`src/hw/rtl/tdp_pkg.sv`:
```
`default_nettype none

package tdp_pkg;

	// Sequencer states of the prime test
	typedef enum logic [1:0] {
		S_IDLE,
		S_LOAD,
		S_DIV,
		S_DONE
	} tdp_state_t;

	// Status returned by the shared divider
	typedef struct packed {
		logic done;
		logic rem_zero;
	} tdp_div_stat_t;

endpackage

`default_nettype wire

```
`src/hw/rtl/tdp_div.sv`:
```
`default_nettype none

// Radix-2 restoring divider: one quotient bit per cycle.
module tdp_div #(
	parameter int W = 32
) (
	input  wire                  clk,
	input  wire                  arst_n,
	input  wire                  start,
	input  wire  [W-1:0]         dividend,
	input  wire  [W-1:0]         divisor,
	output logic [W-1:0]         quotient,
	output tdp_pkg::tdp_div_stat_t stat
);

	localparam int CW = $clog2(W);

	logic [W-1:0]  rem_q;
	logic [W-1:0]  quo_q;
	logic [W-1:0]  div_q;
	logic [CW-1:0] count_q;
	logic          busy_q;
	logic          done_q;

	logic [W:0]    shifted;
	logic [W:0]    div_ext;
	logic          ge;
	logic [W:0]    rem_full;

	assign shifted  = {rem_q, quo_q[W-1]};
	assign div_ext  = {1'b0, div_q};
	assign ge       = (shifted >= div_ext);
	assign rem_full = ge ? (shifted - div_ext) : shifted;

	always_ff @(posedge clk or negedge arst_n) begin
		if (!arst_n) begin
			busy_q  <= 1'b0;
			done_q  <= 1'b0;
			count_q <= '0;
		end else begin
			done_q <= 1'b0;
			if (start) begin
				busy_q  <= 1'b1;
				count_q <= '0;
			end else if (busy_q) begin
				count_q <= count_q + CW'(1);
				// last quotient bit: drop busy, flag done next cycle
				if (count_q == CW'(W - 1)) begin
					busy_q <= 1'b0;
					done_q <= 1'b1;
				end
			end
		end
	end

	always_ff @(posedge clk) begin
		if (start) begin
			rem_q <= '0;
			quo_q <= dividend;
			div_q <= divisor;
		end else if (busy_q) begin
			rem_q <= rem_full[W-1:0];
			quo_q <= {quo_q[W-2:0], ge};
		end
	end

	assign quotient      = quo_q;
	assign stat.done     = done_q;
	assign stat.rem_zero = (rem_q == '0);

endmodule

`default_nettype wire

```
`src/hw/rtl/trial_division_prime_test_unit.sv`:
```
`default_nettype none

// Trial-division prime test.
//
// Input channel: candidate (VALUE_WIDTH bits, signed) with cand_valid / cand_stall.
// A beat is taken when cand_valid is high and cand_stall is low.
// Output channel: is_prime with res_valid / res_stall; one result beat per input beat.
//
// Negative values, 0, 1, 2 and other even values are settled in the accept
// cycle and pass through S_DONE into the output register. Odd values of 3 or
// more run through a single shared radix-2 divider: each odd divisor
// d = 3, 5, 7, ... takes a load step, VALUE_WIDTH quotient bits and a check. The
// divider's quotient gives the bound d <= n / d and its remainder the
// divisibility test, both from the same division. A 32-bit prime near the top
// of the range needs about 23170 divisors.
// One item is in work at a time: cand_stall stays high from accept until the
// result sits in the output register. A stalled result holds in that register;
// the next item may be accepted meanwhile and waits in S_DONE for it to drain.
// Reset clears the sequencer and the output valid; no state carries across items.
module trial_division_prime_test_unit #(
	parameter int VALUE_WIDTH = 32
) (
	input  wire                          clk,
	input  wire                          arst_n,
	input  wire                          cand_valid,
	output logic                         cand_stall,
	input  wire signed [VALUE_WIDTH-1:0] candidate,
	output logic                         res_valid,
	input  wire                          res_stall,
	output logic                         is_prime
);

	localparam int W = VALUE_WIDTH;

	tdp_pkg::tdp_state_t    state_q, state_d;
	logic [W-1:0]           n_q, n_d;
	logic [W-1:0]           d_q, d_d;
	logic                   res_q, res_d;
	logic                   res_valid_q;
	logic                   is_prime_q;
	logic                   div_start;
	logic                   out_load;
	logic [W-1:0]           quotient;
	tdp_pkg::tdp_div_stat_t div_stat;
	logic [W-1:0]           v;
	logic                   take;

	assign v          = candidate;
	assign cand_stall = (state_q != tdp_pkg::S_IDLE);
	assign take       = cand_valid && !cand_stall;

	tdp_div #(
		.W(W)
	) u_div (
		.clk     (clk),
		.arst_n  (arst_n),
		.start   (div_start),
		.dividend(n_q),
		.divisor (d_q),
		.quotient(quotient),
		.stat    (div_stat)
	);

	always_ff @(posedge clk or negedge arst_n) begin
		if (!arst_n) begin
			state_q <= tdp_pkg::S_IDLE;
		end else begin
			state_q <= state_d;
		end
	end

	always_ff @(posedge clk) begin
		n_q   <= n_d;
		d_q   <= d_d;
		res_q <= res_d;
	end

	always_comb begin
		state_d   = state_q;
		n_d       = n_q;
		d_d       = d_q;
		res_d     = res_q;
		div_start = 1'b0;
		out_load  = 1'b0;
		case (state_q)
			tdp_pkg::S_IDLE: begin
				if (take) begin
					n_d = v;
					d_d = W'(3);
					// settle the easy cases right away
					if (v[W-1] || v <= W'(1)) begin
						res_d   = 1'b0;
						state_d = tdp_pkg::S_DONE;
					end else if (v == W'(2)) begin
						res_d   = 1'b1;
						state_d = tdp_pkg::S_DONE;
					end else if (!v[0]) begin
						res_d   = 1'b0;
						state_d = tdp_pkg::S_DONE;
					end else begin
						state_d = tdp_pkg::S_LOAD;
					end
				end
			end
			tdp_pkg::S_LOAD: begin
				div_start = 1'b1;
				state_d   = tdp_pkg::S_DIV;
			end
			tdp_pkg::S_DIV: begin
				if (div_stat.done) begin
					if (d_q > quotient) begin
						// divisor passed the square root: no factor found
						res_d   = 1'b1;
						state_d = tdp_pkg::S_DONE;
					end else if (div_stat.rem_zero) begin
						res_d   = 1'b0;
						state_d = tdp_pkg::S_DONE;
					end else begin
						d_d     = d_q + W'(2);
						state_d = tdp_pkg::S_LOAD;
					end
				end
			end
			tdp_pkg::S_DONE: begin
				// hand the result over once the output register is free
				if (!res_valid_q || !res_stall) begin
					out_load = 1'b1;
					state_d  = tdp_pkg::S_IDLE;
				end
			end
			default: begin
				state_d = tdp_pkg::S_IDLE;
			end
		endcase
	end

	always_ff @(posedge clk or negedge arst_n) begin
		if (!arst_n) begin
			res_valid_q <= 1'b0;
		end else if (out_load) begin
			res_valid_q <= 1'b1;
		end else if (!res_stall) begin
			res_valid_q <= 1'b0;
		end
	end

	always_ff @(posedge clk) begin
		if (out_load) begin
			is_prime_q <= res_q;
		end
	end

	assign res_valid = res_valid_q;
	assign is_prime  = is_prime_q;

	// Divider finishes only while the sequencer waits for it
	a_done_in_div: assert property (@(posedge clk) disable iff (!arst_n)
		div_stat.done |-> state_q == tdp_pkg::S_DIV)
		else $error("divider done outside S_DIV");

	// Trial divisors stay odd
	a_odd_divisor: assert property (@(posedge clk) disable iff (!arst_n)
		(state_q == tdp_pkg::S_LOAD || state_q == tdp_pkg::S_DIV) |-> d_q[0])
		else $error("even trial divisor");

	// Accepted even values above 2 never reach the divider
	a_even_short: assert property (@(posedge clk) disable iff (!arst_n)
		(take && !v[0] && v != W'(2)) |=> state_q == tdp_pkg::S_DONE && !res_q)
		else $error("even candidate not settled at accept");

	// A pending result is never overwritten while stalled
	a_no_overwrite: assert property (@(posedge clk) disable iff (!arst_n)
		(res_valid_q && res_stall) |-> !out_load)
		else $error("result overwritten under stall");

endmodule

`default_nettype wire
```
`config.mk`:
```
export PLATFORM = sky130hd
export DESIGN_NAME = trial_division_prime_test_unit
export DESIGN_NICKNAME = d
export VERILOG_FILES = /design/src/hw/rtl/tdp_pkg.sv /design/src/hw/rtl/tdp_div.sv /design/src/hw/rtl/trial_division_prime_test_unit.sv
export SDC_FILE = /design/constraint.sdc
export NUM_CORES = 1
export LEC_CHECK = 0
export ABC_CLOCK_PERIOD_IN_PS = 5780
export BUFFER_PORTS_ARGS = -buffer_cell sky130_fd_sc_hd__clkbuf_2
export CORE_UTILIZATION = 40
export CTS_CLUSTER_DIAMETER = 80
export DETAILED_ROUTE_END_ITERATION = 10
export SYNTH_ARGS = -nofsm -noshare
export SYNTH_HDL_FRONTEND = slang
export SYNTH_SLANG_ARGS = --single-unit
```
`constraint.sdc`:
```
create_clock -name clk -period 5.78 [get_ports clk]
set_clock_uncertainty 0.15 [all_clocks]
set_input_delay 0 -clock clk [delete_from_list [all_inputs] [get_ports clk]]
set_output_delay 0 -clock clk [all_outputs]
set_load 0.02 [all_outputs]
```
==> summary.txt <==
Status = finished, final reports clean
Initial antenna violation count = 0
Chip width = 157 um
Synth Area in Compound Gates = 16.3%
Max-cap violation count = 0
FP Rows = 56
CTS max path bufs = 2
Largest delay contributor family on the critical path = compound AO/OA/AOI/OAI gates
Gr ovfl total = 0
Num CTS Buffers = 17
CP bufs+invs = 1
Avg WL per Cell = 16.2 um
CP max stage delay = 0.77 ns
Worst hold path cell count = 2
Share of cells above drive strength 1 = 9.07%
Xor/xnor share of the synthesized area = 4.58%
Core ar. = 0.0235 mm^2
Worst setup startpoint = u_div.div_q[12]$_DFFE_PP_
Fin crit share = 58.6%
WP data arrival = 3.60 ns
Post-synthesis simple-gate area fraction = 15.0%
TritonCTS clock tree = yes
GRT Total Usage = 18.9%
Post-synth top area share = 40.2%
IO buf count = 38
Initial Util = 40.7%
Top cells by area, synth = edfxtp_1, ha_1, dfxtp_1
Commonest non-fill, non-tap cell in the layout = edfxtp_1
Cells after synthesis = 959
Min Tclk post-route = 3.38 ns
CP Capture Type = flip-flop
Die height = 157 um
Pin count of the biggest net entering global routing = 63
Max Transition Viols Final = 0
Tightest Pin Transition = 0.963 ns
RSZ-0062 raised after global routing = no
# DRC = 0
Root Buffer = clkbuf_16
Clk Latency, worst-skew pair = 0.45 ns
DR iter-0 viols = 443
Peak supply drop = 0.215 mV
Yosys cell types = 64
Adder-Cell Fraction of Synth Area = 8.85%
First-pass GRT wire length = 35500 um
Max_slew headroom = 35.6%
Syn Nets = 1062
Worst Path Required = 6.00 ns
R2R cell count = 10
Post-DP HPWL = 15100 um
FFs w/ async S/R, synth = 5.88%
Largest fanout on the critical path = 31
Drt pass-1 iters = 5
Hold EP = n_q[10]$_DFFE_PP_
Worst R2R Start = u_div.div_q[12]$_DFFE_PP_
PD cells = 537 mW/mm^2
H-tree depth = 4
Placed inst area = 0.0100 mm^2
Fmax achieved = 295 MHz
Post-synth top flop = edfxtp_1
Vias in the first global route = 6872
Mux cell area share after synthesis = 0.838%
Setup WS post-layout = 2.40 ns
Vias per cell = 5.32
Static Leak = 4.38 nW
Setup WS pre-CTS = 2.40 ns
Hold Crit Class = input port to flip-flop
CP max-delay cell = o21ai_4
R2R setup slack = 2.40 ns
Min-delay src = candidate[10]
Largest family of logic cells by synthesized area = compound AO/OA/AOI/OAI gates
Final instance area = 0.0110 mm^2
Final count of hold timing violations = 0
Crit path kind = flip-flop to flip-flop
Yosys warnings = 0
Crit Reg-Reg Endpoint = u_div.rem_q[23]$_SDFFE_PP0P_
I/O pin count = 39
Critical Path Source Type = flip-flop
Final setup fails = 0
Fill cell count = 2208
Final wirelength = 22000 um
Area grow syn2layout = 15.1%
Die Footprint = 0.0245 mm^2
Critical path, cell by cell = inv_1 -> ha_1 -> a21oi_1 -> o21ai_0 -> a221oi_2 -> o41ai_4 -> a41o_4 -> o21ai_4 -> nor3_1 -> o31ai_2
Flops & latches, synth = 170
RePlAce Congestion = 0.847
Syn avg cell area = 9.97 um^2
Mapped Area = 0.00956 mm^2
Post-CTS setup buffer count = 0
N_diodes = 0
Register area share after synthesis = 49.5%
Synth area leader = edfxtp_1
Clock-pin slew of the registers on the worst-case setup and hold paths = 0.08 ns
Final net count = 1126
ANT nets after route = 0
EDFF count, synth = 128
Setup_tns = 0 ns
Vias after detailed routing = 7211
# clock sinks = 170
Commonest non-fill, non-tap cells in the layout = edfxtp_1, nand2_1, inv_1
## flip-flops by register name, indices dropped and copies added (netlist names)
register,count
u_div.done_q,1
u_div.quotient,32
d_q,31
is_prime,1
u_div.count_q,5
res_valid,1
state_q,2
u_div.busy_q,1
u_div.div_q,31
u_div.rem_q,32
n_q,32
res_q,1
## how the worst max path moves through the flow
stage	endpoint	cells after the start
after global placement	d_q[10]$_SDFFCE_PN0P_	10
after detailed placement	d_q[12]$_SDFFCE_PN0P_	10
after global routing	u_div.rem_q[23]$_SDFFE_PP0P_	10
final	u_div.rem_q[23]$_SDFFE_PP0P_	10
after CTS	u_div.rem_q[23]$_SDFFE_PP0P_	10
after floorplan	d_q[10]$_SDFFCE_PN0P_	4
## layout make-up
type                       count  area (um^2)  share of cell area (%)
inverter                      81          305                    2.77
multi-input combinational    671         4360                    39.6
timing repair buffer          82          611                    5.55
tap                          319          399                    3.63
clock buffer                  17          425                    3.87
clock inverter                15          173                    1.57
sequential                   170         4730                    43.0
## worst register-to-register path, delay by kind of cell, from the launching register on
kind                     cells  cell delay, ns
AO/OA/AOI/OAI                7            2.22
adder cells (fa/ha/maj)      1            0.39
flip-flops                   1            0.33
buffers and inverters        1            0.04
AND/OR/NAND/NOR              1            0.18
## repair_timing
item | 4_1_cts | 5_1_grt
resized for setup | 0 | 0
endpoints found under the hold margin | 48 | 0
hold buffers | 36 | 0
## report_power, final
group	total (mW)	switching, mW	internal, mW	leakage, nW
Combinational	2.67	1.61	1.06	2.50
Sequential	2.08	0.279	1.80	1.58
Clock	1.16	0.576	0.585	0.293
Total	5.91	2.46	3.44	4.38
## cell families (layout without fill, tap and decap cells)
logic type | Yosys count | count (layout)
flip-flops | 170 | 170
XOR/XNOR | 50 | 50
adder cells (fa/ha/maj) | 67 | 67
multiplexers | 8 | 8
buffers and inverters | 118 | 195
AO/OA/AOI/OAI | 244 | 244
AND/OR/NAND/NOR | 302 | 302
## per-stage QoR
stage / power (mW) / util (%) / instances / hold WS, ns
after floorplan: 4.11 / - / 959 / -0.446
after global placement: 4.70 / 42.8 / 1287 / -0.269
after detailed placement: 4.74 / 42.8 / 1287 / -0.266
after CTS: 5.93 / 46.9 / 1355 / 0.115
after global routing: 6.37 / 46.9 / 1355 / 0.126
final: 5.91 / 46.9 / 1355 / 0.129
## synth_stat cells, drive strengths merged (3+ instances only)
master / instances
o221ai: 3
o21bai: 6
ha: 66
or3: 7
a31oi: 23
and4: 5
a2111oi: 4
dfxtp: 32
o211ai: 7
mux2i: 8
a21oi: 56
nand3b: 3
a221oi: 3
dfrtp: 10
a21o: 22
xnor2: 27
edfxtp: 128
nor2: 63
nor2b: 9
or2: 4
inv: 81
buf: 10
nand3: 28
and2: 7
o21ai: 86
xor2: 23
o21a: 3
nand2b: 4
o31ai: 4
a32oi: 3
clkbuf: 27
nand4: 24
nand2: 110
nor3: 8
nor4: 16
and3: 11
a211oi: 6
## per-layer routing
layer	vias to the layer above	GRT usage (%)	wire (um)
met1	3357	25.7	10700
met4	0	7.70	525
li1	3633	-	-
met2	179	29.5	9810
met3	42	3.46	915
met5	-	0	0
Note: power is estimated with default switching activity, not from simulation.
